$ cat config.mk
export PLATFORM = sky130hd
export DESIGN_NAME = lloyd_max_quantizer_trainer_unit
export DESIGN_NICKNAME = d
export VERILOG_FILES = /design/src/design/lmqt_pkg.sv /design/src/design/lmqt_cell.sv /design/src/design/lmqt_div.sv /design/src/design/lloyd_max_quantizer_trainer_unit.sv
export SDC_FILE = /design/constraint.sdc
export NUM_CORES = 2
export LEC_CHECK = 0
export BUFFER_PORTS_ARGS = -buffer_cell sky130_fd_sc_hd__buf_4
export CAP_MARGIN = 10
export CELL_PAD_IN_SITES_DETAIL_PLACEMENT = 2
export CELL_PAD_IN_SITES_GLOBAL_PLACEMENT = 2
export CORE_ASPECT_RATIO = 1.25
export CORE_MARGIN = 3
export CORE_UTILIZATION = 40
export CTS_BUF_LIST = sky130_fd_sc_hd__clkbuf_8 sky130_fd_sc_hd__clkbuf_16
export CTS_CLUSTER_DIAMETER = 30
export CTS_CLUSTER_SIZE = 10
export DETAILED_ROUTE_END_ITERATION = 16
export GPL_ROUTABILITY_DRIVEN = 0
export PLACE_DENSITY = 0.78
export SYNTH_ARGS = -nofsm -noshare
export SYNTH_HDL_FRONTEND = slang
export SYNTH_HIERARCHICAL = 1
export SYNTH_SLANG_ARGS = --single-unit
$ cat constraint.sdc
create_clock -name clk -period 64.8 [get_ports clk]
set_clock_uncertainty 0.15 [all_clocks]
set_input_delay 0 -clock clk [delete_from_list [all_inputs] [get_ports clk]]
set_output_delay 0 -clock clk [all_outputs]
set_load 0.005 [all_outputs]
$ cat src/design/lmqt_pkg.sv
// Shared widths, cell types and constants for the Lloyd-Max quantizer trainer.
`timescale 1ns / 1ps
package lmqt_pkg;
	localparam int SAMPLE_W = 16;
	localparam int FRAC_W = 8;
	localparam int LEVEL_W = 25;
	localparam int CENT_W = 24;
	localparam int SUM_W = 37;
	localparam int CNT_W = 21;
	localparam int CODE_W = 4;
	localparam int DIVD_W = SUM_W + FRAC_W;
	localparam int MAX_PASS_SAMPLES = 1048576;
	localparam int COUNT_CAP = (MAX_PASS_SAMPLES < 2097151) ? MAX_PASS_SAMPLES : 2097151;

	typedef struct packed {
		logic signed [LEVEL_W-1:0] level;
		logic signed [CENT_W-1:0] centroid;
		logic signed [SUM_W-1:0] sum;
		logic [CNT_W-1:0] count;
	} cell_t;

	typedef struct packed {
		logic shift;
		logic set_level;
	} cell_ctl_t;
endpackage

$ cat src/design/lmqt_cell.sv
// One bin cell of the quantizer chain: level, centroid and accumulators.
`timescale 1ns / 1ps
module lmqt_cell (
	input logic clk,
	input logic arst_n,
	input lmqt_pkg::cell_ctl_t ctl,
	input logic is_top,
	input logic signed [lmqt_pkg::LEVEL_W-1:0] top_level,
	input lmqt_pkg::cell_t nxt,
	output lmqt_pkg::cell_t cur
);
	import lmqt_pkg::*;

	logic signed [LEVEL_W-1:0] level_q;
	logic signed [CENT_W-1:0] centroid_q;
	logic signed [SUM_W-1:0] sum_q;
	logic [CNT_W-1:0] count_q;
	logic signed [CENT_W:0] mid_sum;

	assign mid_sum = {centroid_q[CENT_W-1], centroid_q} + {nxt.centroid[CENT_W-1], nxt.centroid};
	assign cur = '{level: level_q, centroid: centroid_q, sum: sum_q, count: count_q};

	always_ff @(posedge clk) begin
		if (ctl.shift) begin
			level_q <= nxt.level;
			centroid_q <= nxt.centroid;
		end else if (ctl.set_level) begin
			level_q <= is_top ? top_level : {mid_sum[CENT_W], mid_sum[CENT_W:1]};
		end
	end

	always_ff @(posedge clk or negedge arst_n) begin
		if (!arst_n) begin
			sum_q <= '0;
			count_q <= '0;
		end else if (ctl.shift) begin
			sum_q <= nxt.sum;
			count_q <= nxt.count;
		end
	end
endmodule

$ cat src/design/lmqt_div.sv
// Restoring serial divider, one quotient bit per cycle, truncating signed quotient.
`timescale 1ns / 1ps
module lmqt_div (
	input logic clk,
	input logic arst_n,
	input logic start,
	input logic signed [lmqt_pkg::DIVD_W-1:0] dividend,
	input logic [lmqt_pkg::CNT_W-1:0] divisor,
	output logic done,
	output logic signed [lmqt_pkg::CENT_W-1:0] quotient
);
	import lmqt_pkg::*;

	localparam int SW = $clog2(DIVD_W);

	logic busy_q;
	logic done_q;
	logic [SW-1:0] step_q;
	logic neg_q;
	logic [DIVD_W-1:0] quo_q;
	logic [CNT_W-1:0] rem_q;
	logic [CNT_W-1:0] dsr_q;
	logic [CNT_W:0] shl;
	logic [CNT_W:0] diff;
	logic ge;

	assign shl = {rem_q, quo_q[DIVD_W-1]};
	assign diff = shl - {1'b0, dsr_q};
	assign ge = shl >= {1'b0, dsr_q};
	assign done = done_q;
	assign quotient = neg_q ? -$signed(quo_q[CENT_W-1:0]) : $signed(quo_q[CENT_W-1:0]);

	always_ff @(posedge clk or negedge arst_n) begin
		if (!arst_n) begin
			busy_q <= 1'b0;
			done_q <= 1'b0;
			step_q <= '0;
		end else begin
			done_q <= 1'b0;
			if (start) begin
				busy_q <= 1'b1;
				step_q <= '0;
			end else if (busy_q) begin
				step_q <= step_q + 1'b1;
				if (step_q == SW'(DIVD_W - 1)) begin
					busy_q <= 1'b0;
					done_q <= 1'b1;
				end
			end
		end
	end

	always_ff @(posedge clk) begin
		if (start) begin
			neg_q <= dividend[DIVD_W-1];
			quo_q <= dividend[DIVD_W-1] ? DIVD_W'(-dividend) : DIVD_W'(dividend);
			rem_q <= '0;
			dsr_q <= divisor;
		end else if (busy_q) begin
			rem_q <= ge ? diff[CNT_W-1:0] : shl[CNT_W-1:0];
			quo_q <= {quo_q[DIVD_W-2:0], ge};
		end
	end
endmodule

$ cat src/design/lloyd_max_quantizer_trainer_unit.sv
// Top level of the Lloyd-Max scalar quantizer trainer: cell chain, sequencer, divider.
//
// The block takes one transaction at a time. The last range-pass sample adds a setup (one
// multiply of the span by the reciprocal of BINS, then the quotient and remainder, then
// one rotation of the cell chain that writes uniform levels). For a training sample the
// cell chain rotates once past a single comparator to count levels below the sample, then
// once more to read the chosen centroid and update that bin's sum and count; the result
// then waits while the result register is stalled. The last training sample adds one
// serial divide per non-empty bin, skips each empty bin and then writes the new levels.
`timescale 1ns / 1ps
module lloyd_max_quantizer_trainer_unit #(
	parameter int BINS = 16
) (
	input logic clk,
	input logic arst_n,
	input logic item_valid,
	output logic item_stall,
	input logic kind,
	input logic signed [lmqt_pkg::SAMPLE_W-1:0] sample,
	input logic last_of_pass,
	output logic result_valid,
	input logic result_stall,
	output logic [lmqt_pkg::CODE_W-1:0] bin_code,
	output logic signed [lmqt_pkg::CENT_W-1:0] recon_value
);
	import lmqt_pkg::*;

	localparam int BW = $clog2(BINS);
	localparam int CW = $clog2(BINS + 1);
	localparam int RW = $clog2(2 * BINS);
	localparam int RCW = CENT_W + 1;
	localparam int PW = 2 * CENT_W + BW;
	localparam logic [BW-1:0] LAST_K = BW'(BINS - 1);
	localparam logic [RW-1:0] BINS_R = RW'(BINS);
	localparam longint unsigned RECIP = ((64'd1 << (CENT_W + BW)) + 64'(BINS - 1)) / 64'(BINS);
	localparam logic [RCW-1:0] RECIP_C = RCW'(RECIP);

	typedef enum logic [3:0] {
		ST_IDLE, ST_BIN, ST_ACC, ST_OUT, ST_UPD, ST_UPDW, ST_LEV, ST_RSTART, ST_RDIV, ST_RGEN
	} state_t;

	state_t state_q;
	logic [BW-1:0] k_q;
	logic [CW-1:0] cnt_q;
	logic signed [LEVEL_W-1:0] v_q;
	logic signed [SAMPLE_W-1:0] samp_q;
	logic last_q;
	logic [BW-1:0] bin_q;
	logic signed [CENT_W-1:0] rec_q;
	logic signed [SAMPLE_W-1:0] low_q;
	logic signed [SAMPLE_W-1:0] high_q;
	logic fresh_q;
	logic [CENT_W-1:0] qs_q;
	logic [RW-1:0] rs_q;
	logic [LEVEL_W-1:0] gq_q;
	logic [RW-1:0] gr_q;
	logic signed [LEVEL_W-1:0] prev_q;
	logic [PW-1:0] prod_q;
	logic result_valid_q;
	logic [CODE_W-1:0] bin_code_q;
	logic signed [CENT_W-1:0] recon_q;

	cell_t cur [BINS];
	cell_t nxt [BINS];
	cell_t head;
	cell_t tail_in;
	cell_ctl_t ctl;

	logic div_start;
	logic div_done;
	logic signed [DIVD_W-1:0] div_dividend;
	logic [CNT_W-1:0] div_divisor;
	logic signed [CENT_W-1:0] div_quo;

	logic signed [LEVEL_W-1:0] top_lv;
	logic signed [LEVEL_W-1:0] lo;
	logic [SAMPLE_W:0] diff;
	logic [CENT_W-1:0] span;
	logic [CENT_W-1:0] q_span;
	logic [CENT_W-1:0] r_span;
	logic [RW-1:0] r_sum;
	logic wrap;
	logic [RW-1:0] r_nx;
	logic [LEVEL_W-1:0] q_nx;
	logic signed [LEVEL_W-1:0] lev;
	logic signed [LEVEL_W:0] gen_sum;
	logic lt;
	logic [CW-1:0] cnt_nx;
	logic match;
	logic acc_en;
	logic out_load;

	assign head = cur[0];
	assign top_lv = {high_q[SAMPLE_W-1], high_q, 8'h01};
	assign lo = {low_q[SAMPLE_W-1], low_q, {FRAC_W{1'b0}}};
	assign diff = {high_q[SAMPLE_W-1], high_q} - {low_q[SAMPLE_W-1], low_q};
	assign span = {diff[SAMPLE_W-1:0], {FRAC_W{1'b0}}};
	assign q_span = prod_q[PW-1 -: CENT_W];
	assign r_span = span - q_span * CENT_W'(BINS);

	assign r_sum = gr_q + rs_q;
	assign wrap = r_sum >= BINS_R;
	assign r_nx = wrap ? r_sum - BINS_R : r_sum;
	assign q_nx = gq_q + {1'b0, qs_q} + LEVEL_W'(wrap);
	assign lev = lo + $signed(q_nx);
	assign gen_sum = {prev_q[LEVEL_W-1], prev_q} + {lev[LEVEL_W-1], lev};

	assign lt = head.level < v_q;
	assign cnt_nx = cnt_q + CW'(lt);
	assign match = k_q == bin_q;
	assign acc_en = match && (head.count < CNT_W'(COUNT_CAP));
	assign out_load = (state_q == ST_OUT) && (!result_valid_q || !result_stall);

	always_comb begin
		tail_in = head;
		case (state_q)
			ST_ACC: begin
				if (acc_en) begin
					tail_in.sum = head.sum + SUM_W'(samp_q);
					tail_in.count = head.count + 1'b1;
				end
			end
			ST_UPD, ST_UPDW: begin
				tail_in.centroid = (head.count == '0) ? head.centroid : div_quo;
				tail_in.sum = '0;
				tail_in.count = '0;
			end
			ST_RGEN: begin
				tail_in.level = (k_q == LAST_K) ? top_lv : lev;
				tail_in.centroid = gen_sum[CENT_W:1];
				tail_in.sum = '0;
				tail_in.count = '0;
			end
			default: begin
				tail_in = head;
			end
		endcase
	end

	always_comb begin
		ctl.shift = (state_q == ST_BIN) || (state_q == ST_ACC) || (state_q == ST_RGEN)
			|| ((state_q == ST_UPD) && (head.count == '0))
			|| ((state_q == ST_UPDW) && div_done);
		ctl.set_level = state_q == ST_LEV;
	end

	assign div_start = (state_q == ST_UPD) && (head.count != '0);
	assign div_dividend = $signed({head.sum, {FRAC_W{1'b0}}});
	assign div_divisor = head.count;

	genvar gi;
	generate
		for (gi = 0; gi < BINS; gi++) begin : g_cell
			if (gi == BINS - 1) begin : g_tail
				assign nxt[gi] = tail_in;
			end else begin : g_link
				assign nxt[gi] = cur[gi+1];
			end
			lmqt_cell u_cell (
				.clk(clk),
				.arst_n(arst_n),
				.ctl(ctl),
				.is_top(gi == BINS - 1),
				.top_level(top_lv),
				.nxt(nxt[gi]),
				.cur(cur[gi])
			);
		end
	endgenerate

	lmqt_div u_div (
		.clk(clk),
		.arst_n(arst_n),
		.start(div_start),
		.dividend(div_dividend),
		.divisor(div_divisor),
		.done(div_done),
		.quotient(div_quo)
	);

	always_ff @(posedge clk or negedge arst_n) begin
		if (!arst_n) begin
			state_q <= ST_IDLE;
			k_q <= '0;
			cnt_q <= '0;
			low_q <= 16'sh7FFF;
			high_q <= -16'sh8000;
			fresh_q <= 1'b1;
			result_valid_q <= 1'b0;
		end else begin
			if (out_load) begin
				result_valid_q <= 1'b1;
			end else if (!result_stall) begin
				result_valid_q <= 1'b0;
			end
			case (state_q)
				ST_IDLE: begin
					if (item_valid) begin
						if (!kind) begin
							if (fresh_q) begin
								low_q <= sample;
								high_q <= sample;
								fresh_q <= 1'b0;
							end else begin
								if (sample < low_q) low_q <= sample;
								if (sample > high_q) high_q <= sample;
							end
							if (last_of_pass) state_q <= ST_RSTART;
						end else begin
							cnt_q <= '0;
							k_q <= '0;
							state_q <= ST_BIN;
						end
					end
				end
				ST_BIN: begin
					cnt_q <= cnt_nx;
					k_q <= k_q + 1'b1;
					if (k_q == LAST_K) begin
						k_q <= '0;
						state_q <= ST_ACC;
					end
				end
				ST_ACC: begin
					k_q <= k_q + 1'b1;
					if (k_q == LAST_K) begin
						k_q <= '0;
						state_q <= ST_OUT;
					end
				end
				ST_OUT: begin
					if (out_load) state_q <= last_q ? ST_UPD : ST_IDLE;
				end
				ST_UPD: begin
					if (head.count == '0) begin
						k_q <= k_q + 1'b1;
						if (k_q == LAST_K) begin
							k_q <= '0;
							state_q <= ST_LEV;
						end
					end else begin
						state_q <= ST_UPDW;
					end
				end
				ST_UPDW: begin
					if (div_done) begin
						k_q <= k_q + 1'b1;
						state_q <= ST_UPD;
						if (k_q == LAST_K) begin
							k_q <= '0;
							state_q <= ST_LEV;
						end
					end
				end
				ST_LEV: begin
					fresh_q <= 1'b1;
					state_q <= ST_IDLE;
				end
				ST_RSTART: begin
					state_q <= ST_RDIV;
				end
				ST_RDIV: begin
					k_q <= '0;
					state_q <= ST_RGEN;
				end
				ST_RGEN: begin
					k_q <= k_q + 1'b1;
					if (k_q == LAST_K) begin
						k_q <= '0;
						fresh_q <= 1'b1;
						state_q <= ST_IDLE;
					end
				end
				default: begin
					state_q <= ST_IDLE;
				end
			endcase
		end
	end

	always_ff @(posedge clk) begin
		if ((state_q == ST_IDLE) && item_valid) begin
			v_q <= {sample[SAMPLE_W-1], sample, {FRAC_W{1'b0}}};
			samp_q <= sample;
			last_q <= last_of_pass;
		end
		if ((state_q == ST_BIN) && (k_q == LAST_K)) begin
			bin_q <= (cnt_nx >= CW'(BINS)) ? LAST_K : BW'(cnt_nx);
		end
		if ((state_q == ST_ACC) && match) begin
			rec_q <= head.centroid;
		end
		if (out_load) begin
			bin_code_q <= CODE_W'(bin_q);
			recon_q <= rec_q;
		end
		if (state_q == ST_RSTART) begin
			prod_q <= PW'(span) * PW'(RECIP_C);
		end
		if (state_q == ST_RDIV) begin
			qs_q <= q_span;
			rs_q <= RW'(r_span);
			gq_q <= '0;
			gr_q <= '0;
			prev_q <= lo;
		end
		if (state_q == ST_RGEN) begin
			prev_q <= lev;
			gq_q <= q_nx;
			gr_q <= r_nx;
		end
	end

	assign item_stall = state_q != ST_IDLE;
	assign result_valid = result_valid_q;
	assign bin_code = bin_code_q;
	assign recon_value = recon_q;

	a_rise_from_out: assert property (@(posedge clk) disable iff (!arst_n)
		$rose(result_valid_q) |-> $past(state_q == ST_OUT))
		else $error("result raised outside output state");
	a_div_done_use: assert property (@(posedge clk) disable iff (!arst_n)
		div_done |-> (state_q == ST_UPDW))
		else $error("divider finished with nobody waiting");
	a_idle_k_zero: assert property (@(posedge clk) disable iff (!arst_n)
		(state_q == ST_IDLE) |-> (k_q == '0))
		else $error("chain left unaligned");
	a_count_cap: assert property (@(posedge clk) disable iff (!arst_n)
		head.count <= CNT_W'(COUNT_CAP))
		else $error("bin count above cap");
endmodule
=== After elaboration in Yosys (flattened, before gate mapping) ===
Cells that the tools add are included.

* Bits in registers: 2036
* Latch bits: 0
* RAM bits: 0
* Memory bits (read-only): 0
* Bits of input ports: 22
* Word-level logic and storage cells: 280
* Memories: 0

* Add/subtract/negate cells: 31
* $mul: 0
* Div/mod/pow operators: 0
* Order comparisons: 7
* Equal/unequal tests: 24
* Shift operators: 0
* Mux-type cells: 90
* Bitwise logic cells: 1
* Reductions and logical operators: 36

{| class="wikitable"
|+ Operators by type and width
! operator !! count
|-
| two-way mux 25 bit || 38
|-
| adder 24 x 24 -> 25 bit || 15
|-
| two-way mux 45 bit || 3
|-
| case mux 58 bit (2 select lines) || 1
|-
| two-way mux 16 bit || 4
|-
| two-way mux 4 bit || 15
|-
| two-way mux 58 bit || 1
|-
| two-way mux 24 bit || 2
|-
| case mux 24 bit (2 select lines) || 1
|-
| negation 45 bit || 1
|-
| adder 37 x 16 -> 37 bit || 1
|-
| case mux 4 bit (9 select lines) || 1
|-
| adder 24 x 25 -> 25 bit || 1
|-
| adder 25 x 1 -> 25 bit || 1
|-
| adder 25 x 20 -> 25 bit || 1
|-
| adder 25 bit || 1
|-
| less-than comparator 25 x 24 -> 1 bit || 1
|-
| two-way mux 5 bit || 5
|-
| negation 24 bit || 1
|-
| >= comparator 22 x 21 -> 1 bit || 1
|-
| adder 21 x 1 -> 21 bit (second input constant) || 1
|-
| logical NOT 21 bit || 1
|-
| less-than comparator 21 bit (second input constant) || 1
|-
| two-way mux 21 bit || 1
|-
| 44 further kinds || 90
|}

=== Depth between registers and ports, before layout ===
* Depth after elaboration: 7
* Mapped depth: 32
* Mapped depth without buffers: 31

=== Modules after synthesis ===
Netlist, hierarchy kept.

{| class="wikitable"
|+ Modules (own cells, without submodules)
! module !! instances !! cells each !! area each (µm²)
|-
| lmqt_cell (g_cell[0].u_cell ...) || 10 || 452 || 5455.2
|-
| lmqt_cell (g_cell[4].u_cell ...) || 6 || 423 || 5318.9
|-
| lloyd_max_quantizer_trainer_unit || 1 || 1624 || 15177.1
|-
| lmqt_div || 1 || 679 || 6431.2
|}

=== Worst setup path before layout ===
No wires, ideal clock.

* Path type: register to register
* Start: register g_cell[0].u_cell.count_q[0]
* End: register g_cell[0].u_cell.level_q[0] (enable)
* Setup time: 0.361 ns
* Data arrival time: 34.858 ns
* Setup slack: 29.430 ns
* Stages on the path, launching flop included: 12
* Path buffers: 3
* Clock period less this slack: 35.370 ns
* Path through: dfrtp_1 > inv_1 > ha_1 > nor4b_1 > nand3_1 > nor3_1 > a22oi_1 > o32ai_1 > buf_2 > buf_2 > clkbuf_1 > or2_2

{| class="wikitable"
|+ RTL lines
! what !! line !! RTL
|-
| from (decl) || lmqt_cell.sv:17 || <nowiki>logic [CNT_W-1:0] count_q;</nowiki>
|-
| from (signal assigned) || lmqt_cell.sv:38 || <nowiki>count_q <= nxt.count;</nowiki>
|-
| to (signal assigned) || lmqt_cell.sv:25 || <nowiki>level_q <= nxt.level;</nowiki>
|-
| to (signal assigned) || lmqt_cell.sv:28 || <nowiki>level_q <= is_top ? top_level : {mid_sum[CENT_W], mid_sum[CENT_W:1]};</nowiki>
|-
| to (decl) || lmqt_cell.sv:14 || <nowiki>logic signed [LEVEL_W-1:0] level_q;</nowiki>
|}

==> run_results.csv <==
group,metric,value,unit
clock_tree,postCtsHoldBufs,43,
timing,rsz0062_at_grt,"no",
timing,period_share,13.72,%
timing,fmax,112.5,MHz
grt,grt_overflow_total,0,
setup_path,worstRegToRegCells,12,
route,vias,75300,
final_layout,nets,9444,
timing,worstMarginPinSlew,1.189,ns
route,antenna_left,0,
die,die-area,256800,µm²
worst_hold_path,hold_path_depth,4,
setup_path,cp.arrival,9.50,ns
timing,hold_ws,0.1234,ns
die,die-width,453.9,µm
clock_tree,cts_buffers,393,
route,drt_iter0_markers,5447,
clock_tree,insertion_delay,0.92,ns
grt,track_usage,28.76,%
timing,slew_viol_final,0,
synth,ys_warn_count,6,
setup_path,critPathMaxStageDelay,0.98,ns
grt,grt_pass1_wl,566600,µm
setup_path,worstSetupEndpointType,"register",
route,drt_wl_total,375500,µm
synth,synthCells,8610,
clock_tree,post_cts_buffers,0,
final_layout,final_cells,12480,
setup_path,crit_family,"buffers and inverters",
grt,grt_max_degree,200,
clock_tree,clock_sink_count,1875,
place,place_area,103800,µm²
setup_path,worstPathCellList,"nor4_1 > nand3_1 > nor3_1 > a22oi_1 > o32ai_4 > buf_12 > buf_12 > buf_12 > buf_4 > buf_4 > buf_4 > mux2_2",
route,first_pass_iters,5,
clock_tree,cts-htree-levels,5,
setup_path,reg2reg_slack,55.91,ns
place,io_buffers,51,
final_layout,syn_to_final_growth,17.68,%
worst_hold_path,hold_path_startpoint,"result_stall",
synth,syn_avg_cell_area,11.65,µm²
die,coreArea,248400,µm²
die,start_util,40.38,%
grt,antenna_found_initial,18,
clock_tree,cts.clk_slew.worst_paths,0.05,ns
route,drc,0,
final_layout,drive_above_1_share,22.42,%
run_status,outcome,"completed",
clock_tree,cts_tree,"built",
route,post_drt_wl_per_cell,30.09,µm
timing,report.final.hold_viol_count,0,
timing,setup_tns,0,ns
grt,grt_pass1_vias,85280,
route,viasPerCell,6.034,
die,io_pins,52,
setup_path,crit_path_max_fanout,184,
worst_hold_path,min_to,"recon_value[18]",
setup_path,crit_type,"reg -> reg",
final_layout,final_area,118000,µm²
setup_path,rr_startpoint,"g_cell[0].u_cell/count_q[11]",
clock_tree,cts-root-buf,"clkbuf_16",
synth,netlist_area,100300,µm²
setup_path,regToRegEndpoint,"g_cell[6].u_cell/sum_q[28]",
place,dp_cells,11700,
final_layout,fillCellCount,24310,
timing,layout_min_cycle_time,8.891,ns
setup_path,required,65.41,ns
clock_tree,cts_max_path_buffers,4,
timing,relSlewSlack,20.61,%
clock_tree,cts_resized,0,
setup_path,cp_slowest_cell,"buf_4",
worst_hold_path,hp-class,"in -> reg",
setup_path,path_buf_inv,6,
die,die_y,565.8,µm
setup_path,start_kind,"register",
die,rows,204,
place,dp_hpwl,235900,µm
timing,setup_viol,0,
run,maxCapViolCount,0,
==> metrics by stage <==
step,utilization (%),setup slack (ns)
3_5_place_dp,41.78,56.35
4_1_cts,47.51,55.99
3_3_place_gp,41.78,56.53
2_1_floorplan,-,29.65
5_1_grt,47.51,55.49
6_report,47.52,55.91
==> flip-flops by register name, summed over array words and instances (netlist names), 4 cells and up <==
name / flops
state_q: 4
k_q: 4
g_cell.u_cell/sum_q: 592
u_div/dsr_q: 21
bin_code: 4
u_div/step_q: 6
high_q: 16
samp_q: 16
u_div/quo_q: 45
qs_q: 16
rec_q: 24
prod_q: 16
cnt_q: 5
g_cell.u_cell/count_q: 336
gq_q: 25
low_q: 16
prev_q: 17
recon_value: 24
g_cell.u_cell/level_q: 272
bin_q: 4
u_div/rem_q: 21
g_cell.u_cell/centroid_q: 384
==> final cells by class <==
class | instances | area [µm²] | share of cell area, %
sequential | 1875 | 51200 | 43.38
multi-input combinational | 6152 | 46490 | 39.40
clock buffer | 437 | 10550 | 8.942
tap | 3296 | 4124 | 3.494
clock inverter | 289 | 3222 | 2.730
timing repair buffer | 156 | 1404 | 1.190
inverter | 265 | 994.7 | 0.8429
antenna | 10 | 25.02 | 0.02120
==> layout by cell type (no fill, tap or decap), types with 55 or more instances in the layout <==
cell type	instances
o211ai_1	65
xor2_1	120
o21ai_0	380
o22ai_1	140
a22oi_1	102
nand4_1	127
a31oi_1	71
a21oi_1	576
a21o_1	171
inv_1	314
a21oi_2	64
mux2i_1	55
mux2_2	986
buf_4	104
xnor2_1	221
nand2_1	613
nor2_1	438
conb_1	102
o21a_1	96
dfrtp_1	965
o21ai_1	86
nand3_1	160
edfxtp_1	871
o221ai_1	61
ha_1	559
nor3_1	136
clkbuf_16	403
==> tightest hold or removal path: stages <==
cell and delay, ns:
dlygate4sd3_1 0.54, buf_4 0.12, a21oi_2 0.05, buf_4 0.24
==> worst max-delay path by stage <==
stage / from / endpoint / slack [ns] / cells after the start
3_3_place_gp: g_cell[0].u_cell/count_q[10] / g_cell[9].u_cell/sum_q[25] / 56.53 / 12
6_report: g_cell[0].u_cell/count_q[11] / g_cell[6].u_cell/sum_q[28] / 55.91 / 12
2_1_floorplan: g_cell[0].u_cell/count_q[0] / g_cell[0].u_cell/level_q[20] / 29.65 / 13
3_5_place_dp: g_cell[0].u_cell/count_q[10] / g_cell[1].u_cell/sum_q[27] / 56.35 / 12
4_1_cts: g_cell[0].u_cell/count_q[11] / g_cell[6].u_cell/sum_q[28] / 55.99 / 12
5_1_grt: g_cell[0].u_cell/count_q[11] / g_cell[6].u_cell/sum_q[28] / 55.49 / 12
==> per-layer routing <==
| metal | global-route usage, % | up-vias | wire length (µm) |
|---|---|---|---|
| li1 | - | 32700 | - |
| met1 | 31.93 | 39220 | 138200 |
| met2 | 51.35 | 2315 | 193800 |
| met3 | 4.269 | 1064 | 17650 |
| met4 | 17.88 | 8 | 25780 |
| met5 | 0 | - | 50 |
Power is left out: the tool's default activity adds up to more than one toggle a clock period on the data nets, which glitch-free logic cannot reach.
